**config.mk**
```make
export PLATFORM = sky130hd
export DESIGN_NAME = i2c_slave_clock_and_wind_responder
export DESIGN_NICKNAME = d
export VERILOG_FILES = /design/src/hdl/i2cswr_pkg.sv /design/src/hdl/i2c_slave_clock_and_wind_responder.sv
export SDC_FILE = /design/constraint.sdc
export NUM_CORES = 1
export LEC_CHECK = 0
export BUFFER_PORTS_ARGS = -buffer_cell sky130_fd_sc_hd__buf_2
export CORE_MARGIN = 3
export CORE_UTILIZATION = 30
export DETAILED_ROUTE_END_ITERATION = 8
export GPL_TIMING_DRIVEN = 1
export PLACE_DENSITY = 0.49
export SETUP_SLACK_MARGIN = 0.5
export SLEW_MARGIN = 20
export SYNTH_ARGS = -nofsm -noshare
export SYNTH_HDL_FRONTEND = slang
export SYNTH_SLANG_ARGS = --single-unit
```
**constraint.sdc**
```tcl
create_clock -name clk -period 3 [get_ports clk]
set_input_delay 0.3 -clock clk [delete_from_list [all_inputs] [get_ports clk]]
set_output_delay 0.3 -clock clk [all_outputs]
set_load 0.01 [all_outputs]
```
**src/hdl/i2cswr_pkg.sv**
```systemverilog
// ----------------------------------------------------------------------------
// I2C slave clock and wind responder package
// Shared types, event codes and register indexes for the responder and its
// checker.
// ----------------------------------------------------------------------------
package i2cswr_pkg;

	localparam int CLK_BYTES  = 8;
	localparam int WIND_BYTES = 4;

	typedef enum logic [1:0] {
		KIND_RX   = 2'd0,
		KIND_REQ  = 2'd1,
		KIND_STOP = 2'd2
	} kind_t;

	typedef enum logic [1:0] {
		REG_CMD_SET_CLOCK  = 2'd0,
		REG_CMD_READ_CLOCK = 2'd1,
		REG_CMD_READ_WIND  = 2'd2
	} reg_index_t;

	typedef enum logic [2:0] {
		MODE_IDLE      = 3'd0,
		MODE_SET       = 3'd1,
		MODE_RCLK_CMD  = 3'd2,
		MODE_RCLK      = 3'd3,
		MODE_RWIND_CMD = 3'd4,
		MODE_RWIND     = 3'd5
	} mode_t;

	typedef struct packed {
		logic [1:0]  kind;
		logic [7:0]  rx_byte;
		logic [11:0] now_year;
		logic [3:0]  now_month;
		logic [4:0]  now_day;
		logic [2:0]  now_weekday;
		logic [4:0]  now_hour;
		logic [5:0]  now_minute;
		logic [5:0]  now_second;
		logic [31:0] wind_bits;
	} item_t;

	typedef struct packed {
		logic        tx_valid;
		logic [7:0]  tx_byte;
		logic        set_strobe;
		logic [15:0] set_year;
		logic [7:0]  set_month;
		logic [7:0]  set_day;
		logic [7:0]  set_weekday;
		logic [7:0]  set_hour;
		logic [7:0]  set_minute;
		logic [7:0]  set_second;
	} result_t;

endpackage

```
**src/hdl/i2c_slave_clock_and_wind_responder.sv**
```systemverilog
// ----------------------------------------------------------------------------
// I2C slave clock and wind responder
// Interprets one bus event per transfer: commands, clock writes, and byte
// reads of the clock and wind buffers.
// ----------------------------------------------------------------------------
// An event moves from the input register into the result register; it leaves the
// input register only when the result register is empty or being taken.
// Throughput: one event per cycle while result_ready does not hold the result; the
// mode and index update completes in the cycle the event leaves the input register, so the next event sees it.
// Reset: arst_n clears the mode, indexes and buffers, and loads the command
// registers with 1, 2 and 3.
module i2c_slave_clock_and_wind_responder (
	input  logic                 clk,
	input  logic                 arst_n,
	input  logic                 cfg_we,
	input  logic [1:0]           cfg_index,
	input  logic [7:0]           cfg_wdata,
	input  logic                 item_valid,
	output logic                 item_ready,
	input  i2cswr_pkg::item_t    item,
	output logic                 result_valid,
	input  logic                 result_ready,
	output i2cswr_pkg::result_t  result
);
	import i2cswr_pkg::*;

	logic [7:0]  cmd_set_clock_q, cmd_read_clock_q, cmd_read_wind_q;
	mode_t       mode_q, mode_d;
	logic [7:0]  clk_buf_q [CLK_BYTES];
	logic [7:0]  clk_buf_d [CLK_BYTES];
	logic [7:0]  wind_buf_q [WIND_BYTES];
	logic [7:0]  wind_buf_d [WIND_BYTES];
	logic [3:0]  clk_idx_q, clk_idx_d;
	logic [2:0]  wind_idx_q, wind_idx_d;

	logic        valid_s1;
	item_t       item_s1;
	logic        result_valid_q;
	result_t     result_q;
	result_t     res_d;
	logic        advance;

	assign advance      = valid_s1 && (!result_valid_q || result_ready);
	assign item_ready   = !valid_s1 || advance;
	assign result_valid = result_valid_q;
	assign result       = result_q;

	always_ff @(posedge clk or negedge arst_n) begin
		if (!arst_n) begin
			cmd_set_clock_q  <= 8'd1;
			cmd_read_clock_q <= 8'd2;
			cmd_read_wind_q  <= 8'd3;
		end else if (cfg_we) begin
			unique case (cfg_index)
				REG_CMD_SET_CLOCK:  cmd_set_clock_q  <= cfg_wdata;
				REG_CMD_READ_CLOCK: cmd_read_clock_q <= cfg_wdata;
				REG_CMD_READ_WIND:  cmd_read_wind_q  <= cfg_wdata;
				default: ;
			endcase
		end
	end

	always_ff @(posedge clk or negedge arst_n) begin
		if (!arst_n) begin
			valid_s1 <= 1'b0;
		end else if (item_ready) begin
			valid_s1 <= item_valid;
		end
	end

	always_ff @(posedge clk) begin
		if (item_ready && item_valid) begin
			item_s1 <= item;
		end
	end

	always_comb begin
		mode_d     = mode_q;
		clk_buf_d  = clk_buf_q;
		wind_buf_d = wind_buf_q;
		clk_idx_d  = clk_idx_q;
		wind_idx_d = wind_idx_q;
		res_d      = '0;
		if (advance) begin
			unique case (item_s1.kind)
				KIND_RX, KIND_REQ: begin
					if (item_s1.kind == KIND_RX && mode_q == MODE_IDLE) begin
						priority if (item_s1.rx_byte == cmd_set_clock_q) begin
							mode_d    = MODE_SET;
							clk_idx_d = '0;
							for (int i = 0; i < CLK_BYTES; i++) begin
								clk_buf_d[i] = '0;
							end
						end else if (item_s1.rx_byte == cmd_read_clock_q) begin
							mode_d       = MODE_RCLK_CMD;
							clk_idx_d    = '0;
							clk_buf_d[0] = {4'd0, item_s1.now_year[11:8]};
							clk_buf_d[1] = item_s1.now_year[7:0];
							clk_buf_d[2] = {4'd0, item_s1.now_month};
							clk_buf_d[3] = {3'd0, item_s1.now_day};
							clk_buf_d[4] = {5'd0, item_s1.now_weekday};
							clk_buf_d[5] = {3'd0, item_s1.now_hour};
							clk_buf_d[6] = {2'd0, item_s1.now_minute};
							clk_buf_d[7] = {2'd0, item_s1.now_second};
						end else if (item_s1.rx_byte == cmd_read_wind_q) begin
							mode_d        = MODE_RWIND_CMD;
							wind_idx_d    = '0;
							wind_buf_d[0] = item_s1.wind_bits[7:0];
							wind_buf_d[1] = item_s1.wind_bits[15:8];
							wind_buf_d[2] = item_s1.wind_bits[23:16];
							wind_buf_d[3] = item_s1.wind_bits[31:24];
						end else begin
						end
					end else if (item_s1.kind == KIND_RX && mode_q == MODE_SET) begin
						if (clk_idx_q < 4'(CLK_BYTES)) begin
							clk_buf_d[clk_idx_q[2:0]] = item_s1.rx_byte;
							clk_idx_d = clk_idx_q + 4'd1;
						end
					end else if (mode_q == MODE_RCLK) begin
						res_d.tx_valid = 1'b1;
						if (clk_idx_q < 4'(CLK_BYTES)) begin
							res_d.tx_byte = clk_buf_q[clk_idx_q[2:0]];
							clk_idx_d     = clk_idx_q + 4'd1;
						end
					end else if (mode_q == MODE_RWIND) begin
						res_d.tx_valid = 1'b1;
						if (wind_idx_q < 3'(WIND_BYTES)) begin
							res_d.tx_byte = wind_buf_q[wind_idx_q[1:0]];
							wind_idx_d    = wind_idx_q + 3'd1;
						end
					end
				end
				KIND_STOP: begin
					unique case (mode_q)
						MODE_SET: begin
							res_d.set_strobe  = 1'b1;
							res_d.set_year    = {clk_buf_q[0], clk_buf_q[1]};
							res_d.set_month   = clk_buf_q[2];
							res_d.set_day     = clk_buf_q[3];
							res_d.set_weekday = clk_buf_q[4];
							res_d.set_hour    = clk_buf_q[5];
							res_d.set_minute  = clk_buf_q[6];
							res_d.set_second  = clk_buf_q[7];
							clk_idx_d         = '0;
							mode_d            = MODE_IDLE;
						end
						MODE_RCLK_CMD: begin
							mode_d    = MODE_RCLK;
							clk_idx_d = '0;
						end
						MODE_RWIND_CMD: begin
							mode_d     = MODE_RWIND;
							wind_idx_d = '0;
						end
						MODE_RCLK: begin
							clk_idx_d = '0;
							mode_d    = MODE_IDLE;
						end
						MODE_RWIND: begin
							wind_idx_d = '0;
							mode_d     = MODE_IDLE;
						end
						default: mode_d = MODE_IDLE;
					endcase
				end
				default: ;
			endcase
		end
	end

	always_ff @(posedge clk or negedge arst_n) begin
		if (!arst_n) begin
			mode_q     <= MODE_IDLE;
			clk_idx_q  <= '0;
			wind_idx_q <= '0;
			for (int i = 0; i < CLK_BYTES; i++) begin
				clk_buf_q[i] <= '0;
			end
			for (int i = 0; i < WIND_BYTES; i++) begin
				wind_buf_q[i] <= '0;
			end
		end else begin
			mode_q     <= mode_d;
			clk_idx_q  <= clk_idx_d;
			wind_idx_q <= wind_idx_d;
			clk_buf_q  <= clk_buf_d;
			wind_buf_q <= wind_buf_d;
		end
	end

	always_ff @(posedge clk or negedge arst_n) begin
		if (!arst_n) begin
			result_valid_q <= 1'b0;
		end else if (advance) begin
			result_valid_q <= 1'b1;
		end else if (result_ready) begin
			result_valid_q <= 1'b0;
		end
	end

	always_ff @(posedge clk) begin
		if (advance) begin
			result_q <= res_d;
		end
	end

endmodule

```
# After elaboration in Yosys (flattened, before gate mapping)
# Cells that the tools add are included.
classes:
  bitwise_logic: 5
  eq_ne: 26
  shift: 0
  magnitude_cmp: 5
  reduce_logical: 29
  n_div: 0
  add_sub_neg: 2
  n_mul: 0
  muxes: 45
ops:
  columns: ["op", "count"]
  rows:
  - ["64-bit two-way mux", 5]
  - ["65-bit two-way mux", 1]
  - ["64-bit bitwise mux", 1]
  - ["8-bit two-way mux", 7]
  - ["3-bit two-way mux", 13]
  - ["4-bit two-way mux", 7]
  - ["8-bit binary-select mux with 3-bit select", 1]
  - ["8-bit demux with 3-bit select", 1]
  - ["8-bit == test", 3]
  - ["3-bit != test (second input constant)", 7]
  - ["9-bit two-way mux", 2]
  - ["3-bit one-hot mux with 2 select lines", 3]
  - ["8-bit binary-select mux with 2-bit select", 1]
  - ["4-bit != test (second input constant)", 3]
  - ["10-bit AND reduction", 1]
  - ["5-bit AND reduction", 2]
  - ["4-bit one-hot mux with 2 select lines", 1]
  - ["2-bit AND reduction", 4]
  - ["2-bit nonzero test", 4]
  - ["3-bit by 2-bit == test with 1-bit output (second input constant)", 2]
  - ["3-bit == test (second input constant)", 2]
  - ["2-bit != test (second input constant)", 3]
  - ["6-bit AND reduction", 1]
  - ["3-bit OR reduction", 2]
  - ["22 further kinds", 35]
totals:
  latch_bits: 0
  romBits: 0
  mem_count: 0
  mem_bits_rw: 0
  out_inout_bits: 76
  ff_bits: 289

# Logic depth before layout (Yosys ltp)
# Gate-level depths: netlist of the first run.
depth:
  ltp_word: 9
  mapped_depth: 9
  depth_no_buf: 7

# Least setup slack after synthesis of the first run
# No wires, ideal clock.
synth_timing:
  kind: "flip-flop to flip-flop"
  startpoint: "reg result_valid_q (netlist: result_valid)"
  endpoint: "reg clk_idx_q[2]"
  required_ps: 2913
  setup_slack_ps: -280
  arrival_time_ps: 3194
  synth_period_minus_slack_ps: 3280
  stages_incl_launch_ff: 7
  path_cell_list: "dfrtp_1 > nand2b_1 > nand2_1 > inv_1 > o2111ai_1 > or4_1 > o211ai_1"
synth_via:
  elab_chain_len: 4
synth_lines:
  columns: ["element", "line_no", "source"]
  rows:
  - ["start: declaration", "i2c_slave_clock_and_wind_responder.sv:38", "logic result_valid_q;"]
  - ["start signal: assignment", "i2c_slave_clock_and_wind_responder.sv:193", "result_valid_q <= 1'b0;"]
  - ["start signal: assignment", "i2c_slave_clock_and_wind_responder.sv:195", "result_valid_q <= 1'b1;"]
  - ["start signal: assignment", "i2c_slave_clock_and_wind_responder.sv:197", "result_valid_q <= 1'b0;"]
  - ["1-bit zero test", "i2c_slave_clock_and_wind_responder.sv:43", "assign advance = valid_s1 && (!result_valid_q || result_ready);"]
  - ["1-bit logical OR", "i2c_slave_clock_and_wind_responder.sv:43", null]
  - ["1-bit logical AND", "i2c_slave_clock_and_wind_responder.sv:43", null]
  - ["net advance", "i2c_slave_clock_and_wind_responder.sv:41", "logic advance;"]
  - ["5-bit AND reduction (no line)", null, null]
  - ["end signal: assignment", "i2c_slave_clock_and_wind_responder.sv:184", "clk_idx_q <= clk_idx_d;"]
  - ["end: declaration", "i2c_slave_clock_and_wind_responder.sv:33", "logic [3:0] clk_idx_q, clk_idx_d;"]
# The timed path passes the listed nets, and every way through them passes these cells.
# A chain may end at the register's enable or synchronous reset.

# Worst setup path after layout of the first run
layout_timing:
  startpoint: "reg mode_q[1]"
  endpoint: "reg wind_buf_q[5] (netlist bit)"
layout_via:
  elab_chain_len: 3
layout_lines:
  columns: ["element", "line_no", "source"]
  rows:
  - ["start: declaration", "i2c_slave_clock_and_wind_responder.sv:28", "mode_t mode_q, mode_d;"]
  - ["start signal: assignment", "i2c_slave_clock_and_wind_responder.sv:183", "mode_q <= mode_d;"]
  - ["3-bit zero test", "i2c_slave_clock_and_wind_responder.sv:87", "if (item_s1.kind == KIND_RX && mode_q == MODE_IDLE) begin"]
  - ["1-bit logical AND", "i2c_slave_clock_and_wind_responder.sv:87", null]
  - ["6-bit AND reduction (no line)", null, null]
  - ["end signal: assignment", "i2c_slave_clock_and_wind_responder.sv:187", "wind_buf_q <= wind_buf_d;"]
  - ["end: declaration", "i2c_slave_clock_and_wind_responder.sv:31", "logic [7:0] wind_buf_q [WIND_BYTES];"]
# No other way between the ends.

==> results of run 1 <==
cells in the mapped netlist (6+ instances only):
library cell / count
a21oi_1: 30
a221oi_1: 6
a22o_1: 9
a22oi_1: 13
a2bb2oi_1: 11
a32o_1: 8
a32oi_1: 22
and2_1: 62
clkbuf_1: 42
dfrtp_1: 128
edfxtp_1: 157
inv_1: 10
mux2_2: 34
mux2_4: 30
mux4_2: 10
nand2_1: 54
nand2b_1: 6
nand3_1: 8
nand4_1: 6
nor2_1: 39
nor3_1: 11
nor4_1: 7
o21ai_0: 48
o2bb2ai_1: 7
xnor2_1: 26
per-layer routing:
| layer | up-vias | GRT usage | routed length, um |
|---|---|---|---|
| met3 | 51 | 0.0213 | 1730 |
| met4 | 0 | 0.0456 | 873 |
| met2 | 266 | 0.270 | 16600 |
| met5 | - | 0 | 0 |
| met1 | 4102 | 0.219 | 15400 |
| li1 | 3808 | - | - |
power groups by stage:
stage / registers, mW / clock network [mW] / logic [mW]
after floorplan: 5.01 / 0 / 1.23
after global placement: 5.27 / 0 / 1.80
after detailed placement: 5.26 / 0 / 1.82
after CTS: 5.19 / 4.00 / 1.93
after global routing: 5.25 / 4.16 / 2.13
final: 5.19 / 3.90 / 1.94
registers in the layout, summed over array words and instances, names as in the netlist:
register,cells
cmd_read_clock_q,8
result_valid,1
clk_buf_q,64
clk_idx_q,4
item_s1,83
result,74
cmd_set_clock_q,8
valid_s1,1
wind_buf_q,32
wind_idx_q,3
mode_q,3
cmd_read_wind_q,8
final cells by class:
type	count	share of cell area
timing repair buffer	313	0.142
clock buffer	44	0.0562
tap	518	0.0411
sequential	289	0.509
clock inverter	14	0.0104
multi-input combinational	504	0.239
inverter	11	0.00286
worst max-delay path by stage:
| stage | cells after the start | slack (ns) | from | to |
|---|---|---|---|---|
| final | 7 | 0.56 | mode_q[1] | wind_buf_q[5] |
| after global routing | 6 | 0.49 | item_s1[81] | clk_buf_q[57] |
| after CTS | 7 | 0.47 | mode_q[0] | clk_buf_q[55] |
| after detailed placement | 7 | 0.28 | mode_q[0] | wind_buf_q[28] |
| after global placement | 7 | 0.31 | mode_q[0] | wind_buf_q[21] |
| after floorplan | 8 | 0.51 | mode_q[0] | wind_buf_q[0] |
cells by family after synthesis:
family	count (synthesis)	synth area share
adders and majority gates	2	0.00208
DFF	289	0.667
xor gates and xnor gates	26	0.0189
buffers and inverters	65	0.0227
and+or+nand+nor	216	0.0932
muxes	77	0.0904
AOI/OAI and AO/OA	183	0.106
worst min-delay path: cells and delay by family:
family	cells	cell delay, ns
buf+inv	1	0.08
simple gates	2	0.29
stage by stage:
step                std cells  hold slack (ns)
floorplan                 858          0.00441
global placement         1538            0.259
detailed placement       1538            0.257
CTS                      1691            0.101
global route             1693            0.133
finish                   1693            0.142
cell usage in the layout (no fill, tap or decap), types with 7 or more instances in the layout:
| cell | count |
|---|---|
| buf_2 | 172 |
| edfxtp_1 | 157 |
| dfrtp_1 | 128 |
| dlygate4sd3_1 | 94 |
| and2_1 | 61 |
| nand2_1 | 54 |
| o21ai_0 | 47 |
| buf_4 | 41 |
| nor2_1 | 39 |
| mux2_2 | 34 |
| clkbuf_16 | 33 |
| a21oi_1 | 30 |
| mux2_4 | 30 |
| xnor2_1 | 26 |
| a32oi_1 | 22 |
| a22oi_1 | 13 |
| a2bb2oi_1 | 11 |
| nor3_1 | 10 |
| mux4_2 | 10 |
| inv_1 | 9 |
| a22o_1 | 9 |
| nand3_1 | 8 |
| a32o_1 | 8 |
| clkbuf_1 | 8 |
| nor4_1 | 7 |
| o2bb2ai_1 | 7 |
repair_timing:
action / 4_1_cts / 5_1_grt
endpoints found under the hold margin: 132 / 0
cloned: 1 / 1
resized for setup: 6 / 7
hold buffers: 94 / 0
setup buffers: 0 / 1
endpoints found under the setup margin: 35 / 64
pin swaps: 2 / 3
==> flow_summary_export.csv, run 1 <==
group,metric,value,unit
placed_design,place_hpwl,24400,um
clocking,clk_latency,0.59,ns
power_and_ir_drop,seqPwrFrac,0.470,
placed_design,place_ws,0.284,ns
power_and_ir_drop,vdd_ir_drop_max,0.376,mV
critical_path,critPathSlowestCell,"or4_4",
floorplanning,start_util,0.308,
cells_and_area,final_util,0.403,
global_routing,grt_max_degree,76,
sta,slew_headroom,0.538,
synth,yosys_warnings,0,
clocking,cts_tree,"yes",
drt,ant_nets,0,
synth,synthArstFlopShare,0.457,
power_and_ir_drop,fin_total_pwr,11.0,mW
critical_path,end_kind,"flip-flop",
cells_and_area,seq_area,0.00802,mm^2
drt,vias_per_cell,4.86,
critical_path,r2r_cells,7,
drt,drtPass1Iterations,5,
synth,yosysTopAreaCell,"edfxtp_1",
drt,routed_wirelength,34700,um
sta,tightest_slew,0.693,ns
cells_and_area,syn_to_final_growth,31.1,%
critical_path,path_cells,"or3_4 > nor3_4 > o21a_4 > o21ai_4 > or4_4 > clkbuf_16 > mux2_4",
cells_and_area,fillers,3733,
hold_path,worstHoldStart,"result_ready",
power_and_ir_drop,comb_power_share,0.176,
global_routing,grt_pass1_wl,51400,um
synth,synth_edf_count,157,
hold_path,hold_class,"input port to flip-flop",
sta,clock.fmax,410,MHz
synth,synth_cell_types,56,
cells_and_area,multi_input_area,0.00377,mm^2
placed_design,post_dp_cell_area,0.0137,mm^2
drt,num_vias,8227,
synth,syn_area,0.0120,mm^2
cells_and_area,antennaDiodeCount,0,
critical_path,cp_max_fo,8,
sta,timing.final.ws_setup,0.560,ns
clocking,cts_max_level,1,
sta,layout_min_cycle_time,2.44,ns
synth,synth_top_area_frac,0.392,
sta,fin_skew,0.0378,ns
synth,syn_inst,858,
critical_path,reg2reg_to,"wind_buf_q[5]",
power_and_ir_drop,power.density,699,mW/mm^2
sta,finalHoldViolCount,0,
sta,final_max_slew_viol_count,0,
drt,drc,0,
synth,synth_top_cells_by_area,"edfxtp_1, dfrtp_1, mux2_4, and2_1, mux2_2",
drt,drt_iter0_drc,582,
critical_path,r2r-start,"mode_q[1]",
clocking,root_buffer,"clkbuf_16",
critical_path,critPathKind,"flip-flop to flip-flop",
critical_path,worst-path-buf-inv,1,
clocking,cts_sinks,289,
critical_path,cp_slowest_stage_delay,0.62,ns
hold_path,hold_path_depth,3,
floorplanning,die_w,206,um
synth,synth-seq-area-share,0.667,
critical_path,cp.arrival,2.88,ns
sta,fin_tns_setup,0,ns
global_routing,grt_pass1_vias,8307,
synth,ys_ff_latch,289,
floorplanning,rows,72,
placed_design,io_buffers,173,
sta,rsz0062_at_grt,"true",
floorplanning,die_h,206,um
power_and_ir_drop,internal_power,7.86,mW
clocking,cts_buffers,31,
flow_run,max_cap_viol_count,0,
power_and_ir_drop,leakage,6.46,nW
synth,synth_area_per_cell,14.0,um^2
floorplanning,core-area,0.0391,mm^2
global_routing,grt-ovfl-total,0,
floorplanning,ioPinCount,174,
sta,finalSetupViolCount,0,
floorplanning,die-area,0.0426,mm^2
global_routing,antenna_found_initial,0,
synth,synth_flop_cell,"edfxtp_1",
clocking,clock_path_buffers,3,
outcome,outcome,"finished clean",
power_and_ir_drop,p_sw_frac,0.287,
global_routing,track_usage,0.161,
cells_and_area,fin_nets,1250,
power_and_ir_drop,pwr-share-clk,0.354,
critical_path,ff2ff_setup_slack,0.56,ns
critical_path,crit_family,"simple AND/OR/NAND/NOR gates",
power_and_ir_drop,switchingPower,3.16,mW
hold_path,holdPathEnd,"result_valid",
placed_design,gp_congestion,0.856,
critical_path,cp.required,3.44,ns
cells_and_area,drive_gt1_frac,0.307,
synth,syn-num-nets,958,
clocking,clkTransAtPathRegs,0.07,ns
cells_and_area,design_area,0.0158,mm^2
drt,wl_per_cell,20.5,um
sta,fin_crit_sh,0.813,
critical_path,critPathLaunchType,"flip-flop",
Power figures use the tool's default switching activity.
==> inputs of run 2 (changes only) <==
--- a/config.mk
+++ b/config.mk
@@ -10,7 +10,7 @@
 export CORE_UTILIZATION = 30
 export DETAILED_ROUTE_END_ITERATION = 8
 export GPL_TIMING_DRIVEN = 1
-export PLACE_DENSITY = 0.49
+export PLACE_DENSITY = 0.47
 export SETUP_SLACK_MARGIN = 0.5
 export SLEW_MARGIN = 20
 export SYNTH_ARGS = -nofsm -noshare
==> constraint.sdc (replaced) <==
create_clock -name clk -period 2.55 [get_ports clk]
set_input_delay 0.255 -clock clk [delete_from_list [all_inputs] [get_ports clk]]
set_output_delay 0.255 -clock clk [all_outputs]
set_load 0.01 [all_outputs]
==> run 2 against run 1 <==
Against the previous run: worst setup slack worse by 0.34 ns; total power up 25%; worst hold slack worse by 0.12 ns; register-to-register slack worse by 0.34 ns; sequential power up 17%; non-clock buffer count up 40; clock skew down 0.022 ns; maximum frequency up 4.7%; count of clock-buffer cells in the layout up 5; clock power up 30%.
==> flow_summary_export.csv, run 2 (same netlist as run 1, synthesis figures left out) <==
group,metric,value,unit
cells_and_area,fin_nets,1294,
hold_path,hold_class,"input port to flip-flop",
cells_and_area,final_common_cell,"buf_2",
placed_design,place_ws,0.0332,ns
sta,fin_tns_setup,0,ns
cells_and_area,syn_to_final_growth,36.3,%
drt,wl_per_cell,20.4,um
power_and_ir_drop,fin_total_pwr,13.8,mW
placed_design,place_hpwl,25500,um
drt,vias_per_cell,4.80,
clocking,clkTransAtPathRegs,0.06,ns
floorplanning,core-area,0.0391,mm^2
critical_path,r2r_cells,7,
power_and_ir_drop,pwr-share-clk,0.368,
cells_and_area,largest_register,"item_s1",
clocking,root_buffer,"clkbuf_16",
critical_path,end_kind,"flip-flop",
global_routing,grt-ovfl-total,0,
critical_path,critPathSlowestCell,"or4_4",
critical_path,path_cells,"or3_4 > nor3_4 > o21a_4 > o21ai_2 > or4_4 > buf_12 > mux2_4",
power_and_ir_drop,seqPwrFrac,0.442,
clocking,clock_path_buffers,3,
floorplanning,die_h,206,um
clocking,cts_tree,"yes",
floorplanning,die-area,0.0426,mm^2
sta,finalHoldViolCount,0,
floorplanning,die_w,206,um
global_routing,grt_pass1_wl,53400,um
drt,drt_iter0_drc,453,
sta,clock.fmax,429,MHz
global_routing,antenna_found_initial,0,
critical_path,cp_max_fo,16,
critical_path,reg2reg_to,"wind_buf_q[21]",
hold_path,hold_path_depth,2,
global_routing,grt_max_degree,44,
floorplanning,rows,72,
flow_run,max_cap_viol_count,0,
clocking,cts_max_level,2,
critical_path,critPathLaunchType,"flip-flop",
sta,layout_min_cycle_time,2.33,ns
power_and_ir_drop,leakage,6.76,nW
critical_path,critPathKind,"flip-flop to flip-flop",
floorplanning,ioPinCount,174,
power_and_ir_drop,comb_power_share,0.190,
cells_and_area,largest_register_ffs,83,
sta,rsz0062_at_grt,"true",
critical_path,ff2ff_setup_slack,0.22,ns
cells_and_area,final_cell_mix,"buf_2, edfxtp_1, dfrtp_1",
sta,final_max_slew_viol_count,0,
critical_path,worst-path-buf-inv,1,
sta,fin_skew,0.0161,ns
power_and_ir_drop,switchingPower,3.90,mW
placed_design,gp_congestion,0.871,
hold_path,worstHoldStart,"cfg_wdata[0]",
global_routing,track_usage,0.167,
sta,timing.final.ws_setup,0.221,ns
power_and_ir_drop,internal_power,9.87,mW
sta,tightest_slew,0.625,ns
sta,slew_headroom,0.583,
drt,drc,0,
placed_design,io_buffers,173,
sta,whs,0.0207,ns
clocking,cts_sinks,289,
clocking,clk_latency,0.52,ns
floorplanning,start_util,0.308,
outcome,outcome,"finished clean",
critical_path,crit_family,"simple AND/OR/NAND/NOR gates",
drt,routed_wirelength,35500,um
drt,ant_nets,0,
sta,fin_crit_sh,0.913,
power_and_ir_drop,vdd_ir_drop_max,0.465,mV
hold_path,holdPathEnd,"cmd_read_clock_q[0]",
critical_path,cp_slowest_stage_delay,0.50,ns
critical_path,cp.arrival,2.71,ns
drt,drtPass1Iterations,4,
power_and_ir_drop,p_sw_frac,0.283,
critical_path,cp.required,2.93,ns
cells_and_area,drive_gt1_frac,0.358,
critical_path,r2r-start,"mode_q[1]",
drt,num_vias,8334,
clocking,cts_buffers,35,
power_and_ir_drop,power.density,839,mW/mm^2
cells_and_area,antennaDiodeCount,0,
sta,finalSetupViolCount,0,
global_routing,grt_pass1_vias,8582,
-- run 2: cell types whose count changed in the layout (fill, tap and decap cells not counted), sizes merged --
cell         previous run  this run
buf                   218       262
clkbuf                 45        50
clkinvlp                1         3
clkinv                 10         8
dlygate4sd3            94        90
-- run 2: repair_timing --
| item | 4_1_cts | 5_1_grt |
|---|---|---|
| endpoints found under the setup margin | 109 | 106 |
| cloned | 1 | 0 |
| setup buffers | 9 | 15 |
| gates resized for setup | 42 | 9 |
| pin swaps | 3 | 3 |
| hold endpoints to repair | 131 | 0 |
| hold buffers | 90 | 0 |
-- run 2: routing by layer --
layer  global-route usage  vias up  share of wire
met5                    0        -              0
met3               0.0293       56          0.046
met1                0.239     4169           0.47
met2                0.263      200           0.47
li1                     -     3909              -
met4               0.0478        0          0.024
-- run 2: worst max path at each step --
stage	slack (ns)	endpoint	from	cells after the start
2_1_floorplan	0.15	wind_buf_q[0]	mode_q[0]	8
3_3_place_gp	0.06	wind_buf_q[5]	mode_q[1]	7
3_5_place_dp	0.03	wind_buf_q[29]	mode_q[1]	7
4_1_cts	0.20	wind_buf_q[21]	mode_q[1]	7
5_1_grt	0.16	wind_buf_q[21]	mode_q[1]	7
6_report	0.22	wind_buf_q[21]	mode_q[1]	7
-- run 2: layout make-up --
type	count	area (um^2)
Clock buffer	49	1030
Clock inverter	14	151
Fill cell	3722	22700
Inverter	11	45.0
Multi-Input combinational cell	504	3960
Sequential cell	289	8030
Tap cell	518	648
Timing Repair Buffer	353	2540
-- run 2: per-stage QoR --
| step | utilization | cell area (um^2) | instances |
|---|---|---|---|
| global route | 0.420 | 16400 | 1738 |
| CTS | 0.416 | 16200 | 1723 |
| global placement | 0.356 | 13900 | 1560 |
| finish | 0.420 | 16400 | 1738 |
| detailed placement | 0.356 | 13900 | 1560 |
| floorplan | - | 12100 | 858 |
-- run 2: power by group through the flow --
stage          registers, mW  logic [mW]  clock network, mW
6_report                6.09        2.61               5.07
5_1_grt                 6.16        2.86               5.41
4_1_cts                 6.12        2.50               5.19
3_5_place_dp            6.20        2.27                  0
3_3_place_gp            6.21        2.24                  0
2_1_floorplan           5.89        1.48                  0
==> inputs of run 3 (changes only) <==
--- a/config.mk
+++ b/config.mk
@@ -7,10 +7,10 @@
 export LEC_CHECK = 0
 export BUFFER_PORTS_ARGS = -buffer_cell sky130_fd_sc_hd__buf_2
 export CORE_MARGIN = 3
-export CORE_UTILIZATION = 30
+export CORE_UTILIZATION = 57
 export DETAILED_ROUTE_END_ITERATION = 8
 export GPL_TIMING_DRIVEN = 1
-export PLACE_DENSITY = 0.47
+export PLACE_DENSITY = 0.8
 export SETUP_SLACK_MARGIN = 0.5
 export SLEW_MARGIN = 20
 export SYNTH_ARGS = -nofsm -noshare
==> run 3 against run 2 <==
Against the previous run: die area decreased by 46%; combinational power decreased by 2%; worst setup slack improved by 0.082 ns; via count increased by 2.8%; non-clock buffer count decreased by 12; register-to-register slack improved by 0.08 ns; total power decreased by 9.0%; wire length decreased by 13%; clock skew decreased by 0.0042 ns; critical path depth unchanged; sequential power about the same; maximum frequency increased by 3.7%; critical path type unchanged; largest power group unchanged.
==> flow_summary_export.csv, run 3 (same netlist as run 1, synthesis figures left out) <==
group,metric,value,unit
outcome,outcome,"finished clean",
clocking,root_buffer,"clkbuf_16",
clocking,cts_buffers,28,
sta,clock.fmax,445,MHz
drt,ant_nets,0,
global_routing,grt_pass1_wl,47600,um
hold_path,holdPathEnd,"valid_s1",
sta,fin_tns_setup,0,ns
power_and_ir_drop,leakage,6.59,nW
cells_and_area,final_cells,1467,
global_routing,antenna_found_initial,0,
cells_and_area,drive_gt1_frac,0.347,
drt,num_vias,8565,
clocking,cts_sinks,289,
floorplanning,die_h,151,um
power_and_ir_drop,power.density,796,mW/mm^2
sta,rsz0062_at_grt,"true",
clocking,clk_latency,0.54,ns
sta,fin_crit_sh,0.881,
drt,vias_per_cell,5.84,
placed_design,gp_congestion,0.953,
power_and_ir_drop,seqPwrFrac,0.484,
drt,wl_per_cell,21.1,um
clocking,cts_max_level,1,
floorplanning,die_w,151,um
sta,slew_headroom,0.596,
floorplanning,die-area,0.0229,mm^2
power_and_ir_drop,switchingPower,3.59,mW
cells_and_area,fillers,1201,
critical_path,critPathKind,"flip-flop to flip-flop",
cells_and_area,multi_input_area,0.00399,mm^2
cells_and_area,antennaDiodeCount,0,
hold_path,hold_class,"input port to flip-flop",
global_routing,grt-ovfl-total,0,
cells_and_area,fin_nets,1275,
placed_design,io_buffers,173,
cells_and_area,seq_area,0.00803,mm^2
sta,final_max_slew_viol_count,0,
sta,layout_min_cycle_time,2.25,ns
drt,routed_wirelength,31000,um
floorplanning,ioPinCount,174,
cells_and_area,largest_register,"item_s1",
sta,fin_skew,0.0119,ns
cells_and_area,largest_register_ffs,83,
drt,drt_iter0_drc,810,
critical_path,cp.required,2.97,ns
sta,tightest_slew,0.606,ns
critical_path,ff2ff_setup_slack,0.30,ns
sta,finalSetupViolCount,0,
drt,drtPass1Iterations,5,
clocking,cts_tree,"yes",
clocking,clkTransAtPathRegs,0.06,ns
drt,drc,0,
placed_design,dp_cells,1303,
power_and_ir_drop,comb_power_share,0.204,
critical_path,end_kind,"flip-flop",
cells_and_area,final_common_cell,"buf_2",
critical_path,cp_max_fo,16,
hold_path,hold_path_depth,3,
global_routing,grt_max_degree,64,
power_and_ir_drop,internal_power,8.94,mW
placed_design,place_hpwl,19700,um
flow_run,max_cap_viol_count,0,
power_and_ir_drop,pwr-share-clk,0.312,
critical_path,critPathLaunchType,"flip-flop",
power_and_ir_drop,vdd_ir_drop_max,0.832,mV
global_routing,grt_pass1_vias,8623,
power_and_ir_drop,p_sw_frac,0.286,
critical_path,r2r_cells,7,
hold_path,worstHoldStart,"result_ready",
floorplanning,core-area,0.0205,mm^2
cells_and_area,final_cell_mix,"buf_2, edfxtp_1, dfrtp_1",
critical_path,cp.arrival,2.67,ns
critical_path,reg2reg_to,"wind_buf_q[18]",
floorplanning,start_util,0.587,
clocking,clock_path_buffers,3,
critical_path,r2r-start,"mode_q[1]",
floorplanning,rows,52,
global_routing,track_usage,0.272,
cells_and_area,syn_to_final_growth,30.8,%
sta,finalHoldViolCount,0,
-- run 3: changes by cell type in the layout (fill, tap and decap cells not counted), moves of 5 or more --
cell	previous run	this run
buf_4	78	61
o21ai_1	3	17
clkbuf_16	38	29
o21ai_0	42	26
clkbuf_1	7	12
-- run 3: area by class of cell --
cell class              count  share of cell area
clock buffers              46              0.0533
clock inverters             6             0.00191
inverters                  11             0.00286
multi-input cells         504               0.253
flip-flops and latches    289               0.510
well taps                 270              0.0215
repair buffers            341               0.157
-- run 3: worst max-delay path, cell delays in order, from the launching register on --
cell and delay [ns]:
dfrtp_1 0.38, or3_4 0.40, nor3_4 0.14, o21a_4 0.15, o21ai_2 0.05, or4_4 0.49, buf_12 0.20, mux2_4 0.31
-- run 3: what timing repair did --
action / CTS / global route
endpoints found under the hold margin: 145 / 0
resized for setup: 33 / 48
hold buffers: 93 / 0
pin swaps: 2 / 9
gates cloned: 1 / 2
setup endpoints to repair: 103 / 105
setup buffers: 4 / 12
-- run 3: power by group through the flow --
| stage | clock, mW | combinational (mW) | sequential, mW |
|---|---|---|---|
| 2_1_floorplan | 0 | 1.48 | 5.89 |
| 3_3_place_gp | 0 | 2.14 | 6.12 |
| 3_5_place_dp | 0 | 2.19 | 6.13 |
| 4_1_cts | 3.93 | 2.37 | 6.05 |
| 5_1_grt | 4.15 | 2.77 | 6.12 |
| 6_report | 3.91 | 2.56 | 6.06 |
-- run 3: layer usage --
layer  global-route usage  up-vias  part of all wire  wire, um
li1                     -     3859                 -         -
met1                0.356     4173              0.38     11900
met2                0.460      435              0.50     15600
met3               0.0374       98             0.069      2130
met4                0.116        0             0.046      1420
met5                    0        -                 0         0
-- run 3: how the worst max path moves through the flow --
| stage | start | to | slack (ns) | cells after the start |
|---|---|---|---|---|
| detailed placement | mode_q[1] | wind_buf_q[12] | 0.13 | 7 |
| global route | mode_q[1] | wind_buf_q[2] | 0.23 | 7 |
| CTS | mode_q[1] | wind_buf_q[18] | 0.25 | 7 |
| floorplan | mode_q[0] | wind_buf_q[0] | 0.15 | 8 |
| finish | mode_q[1] | wind_buf_q[18] | 0.30 | 7 |
| global placement | mode_q[1] | wind_buf_q[21] | 0.16 | 7 |
-- run 3: per-stage QoR --
| step | area (um^2) | power, mW | setup slack (ns) | util | hold slack (ns) |
|---|---|---|---|---|---|
| global placement | 13500 | 8.26 | 0.160 | 0.661 | 0.259 |
| global route | 15700 | 13.0 | 0.230 | 0.768 | 0.0662 |
| finish | 15700 | 12.5 | 0.303 | 0.768 | 0.0710 |
| CTS | 15500 | 12.4 | 0.254 | 0.757 | 0.0346 |
| detailed placement | 13500 | 8.32 | 0.129 | 0.661 | 0.259 |
| floorplan | 12100 | 7.37 | 0.150 | - | -0.0406 |
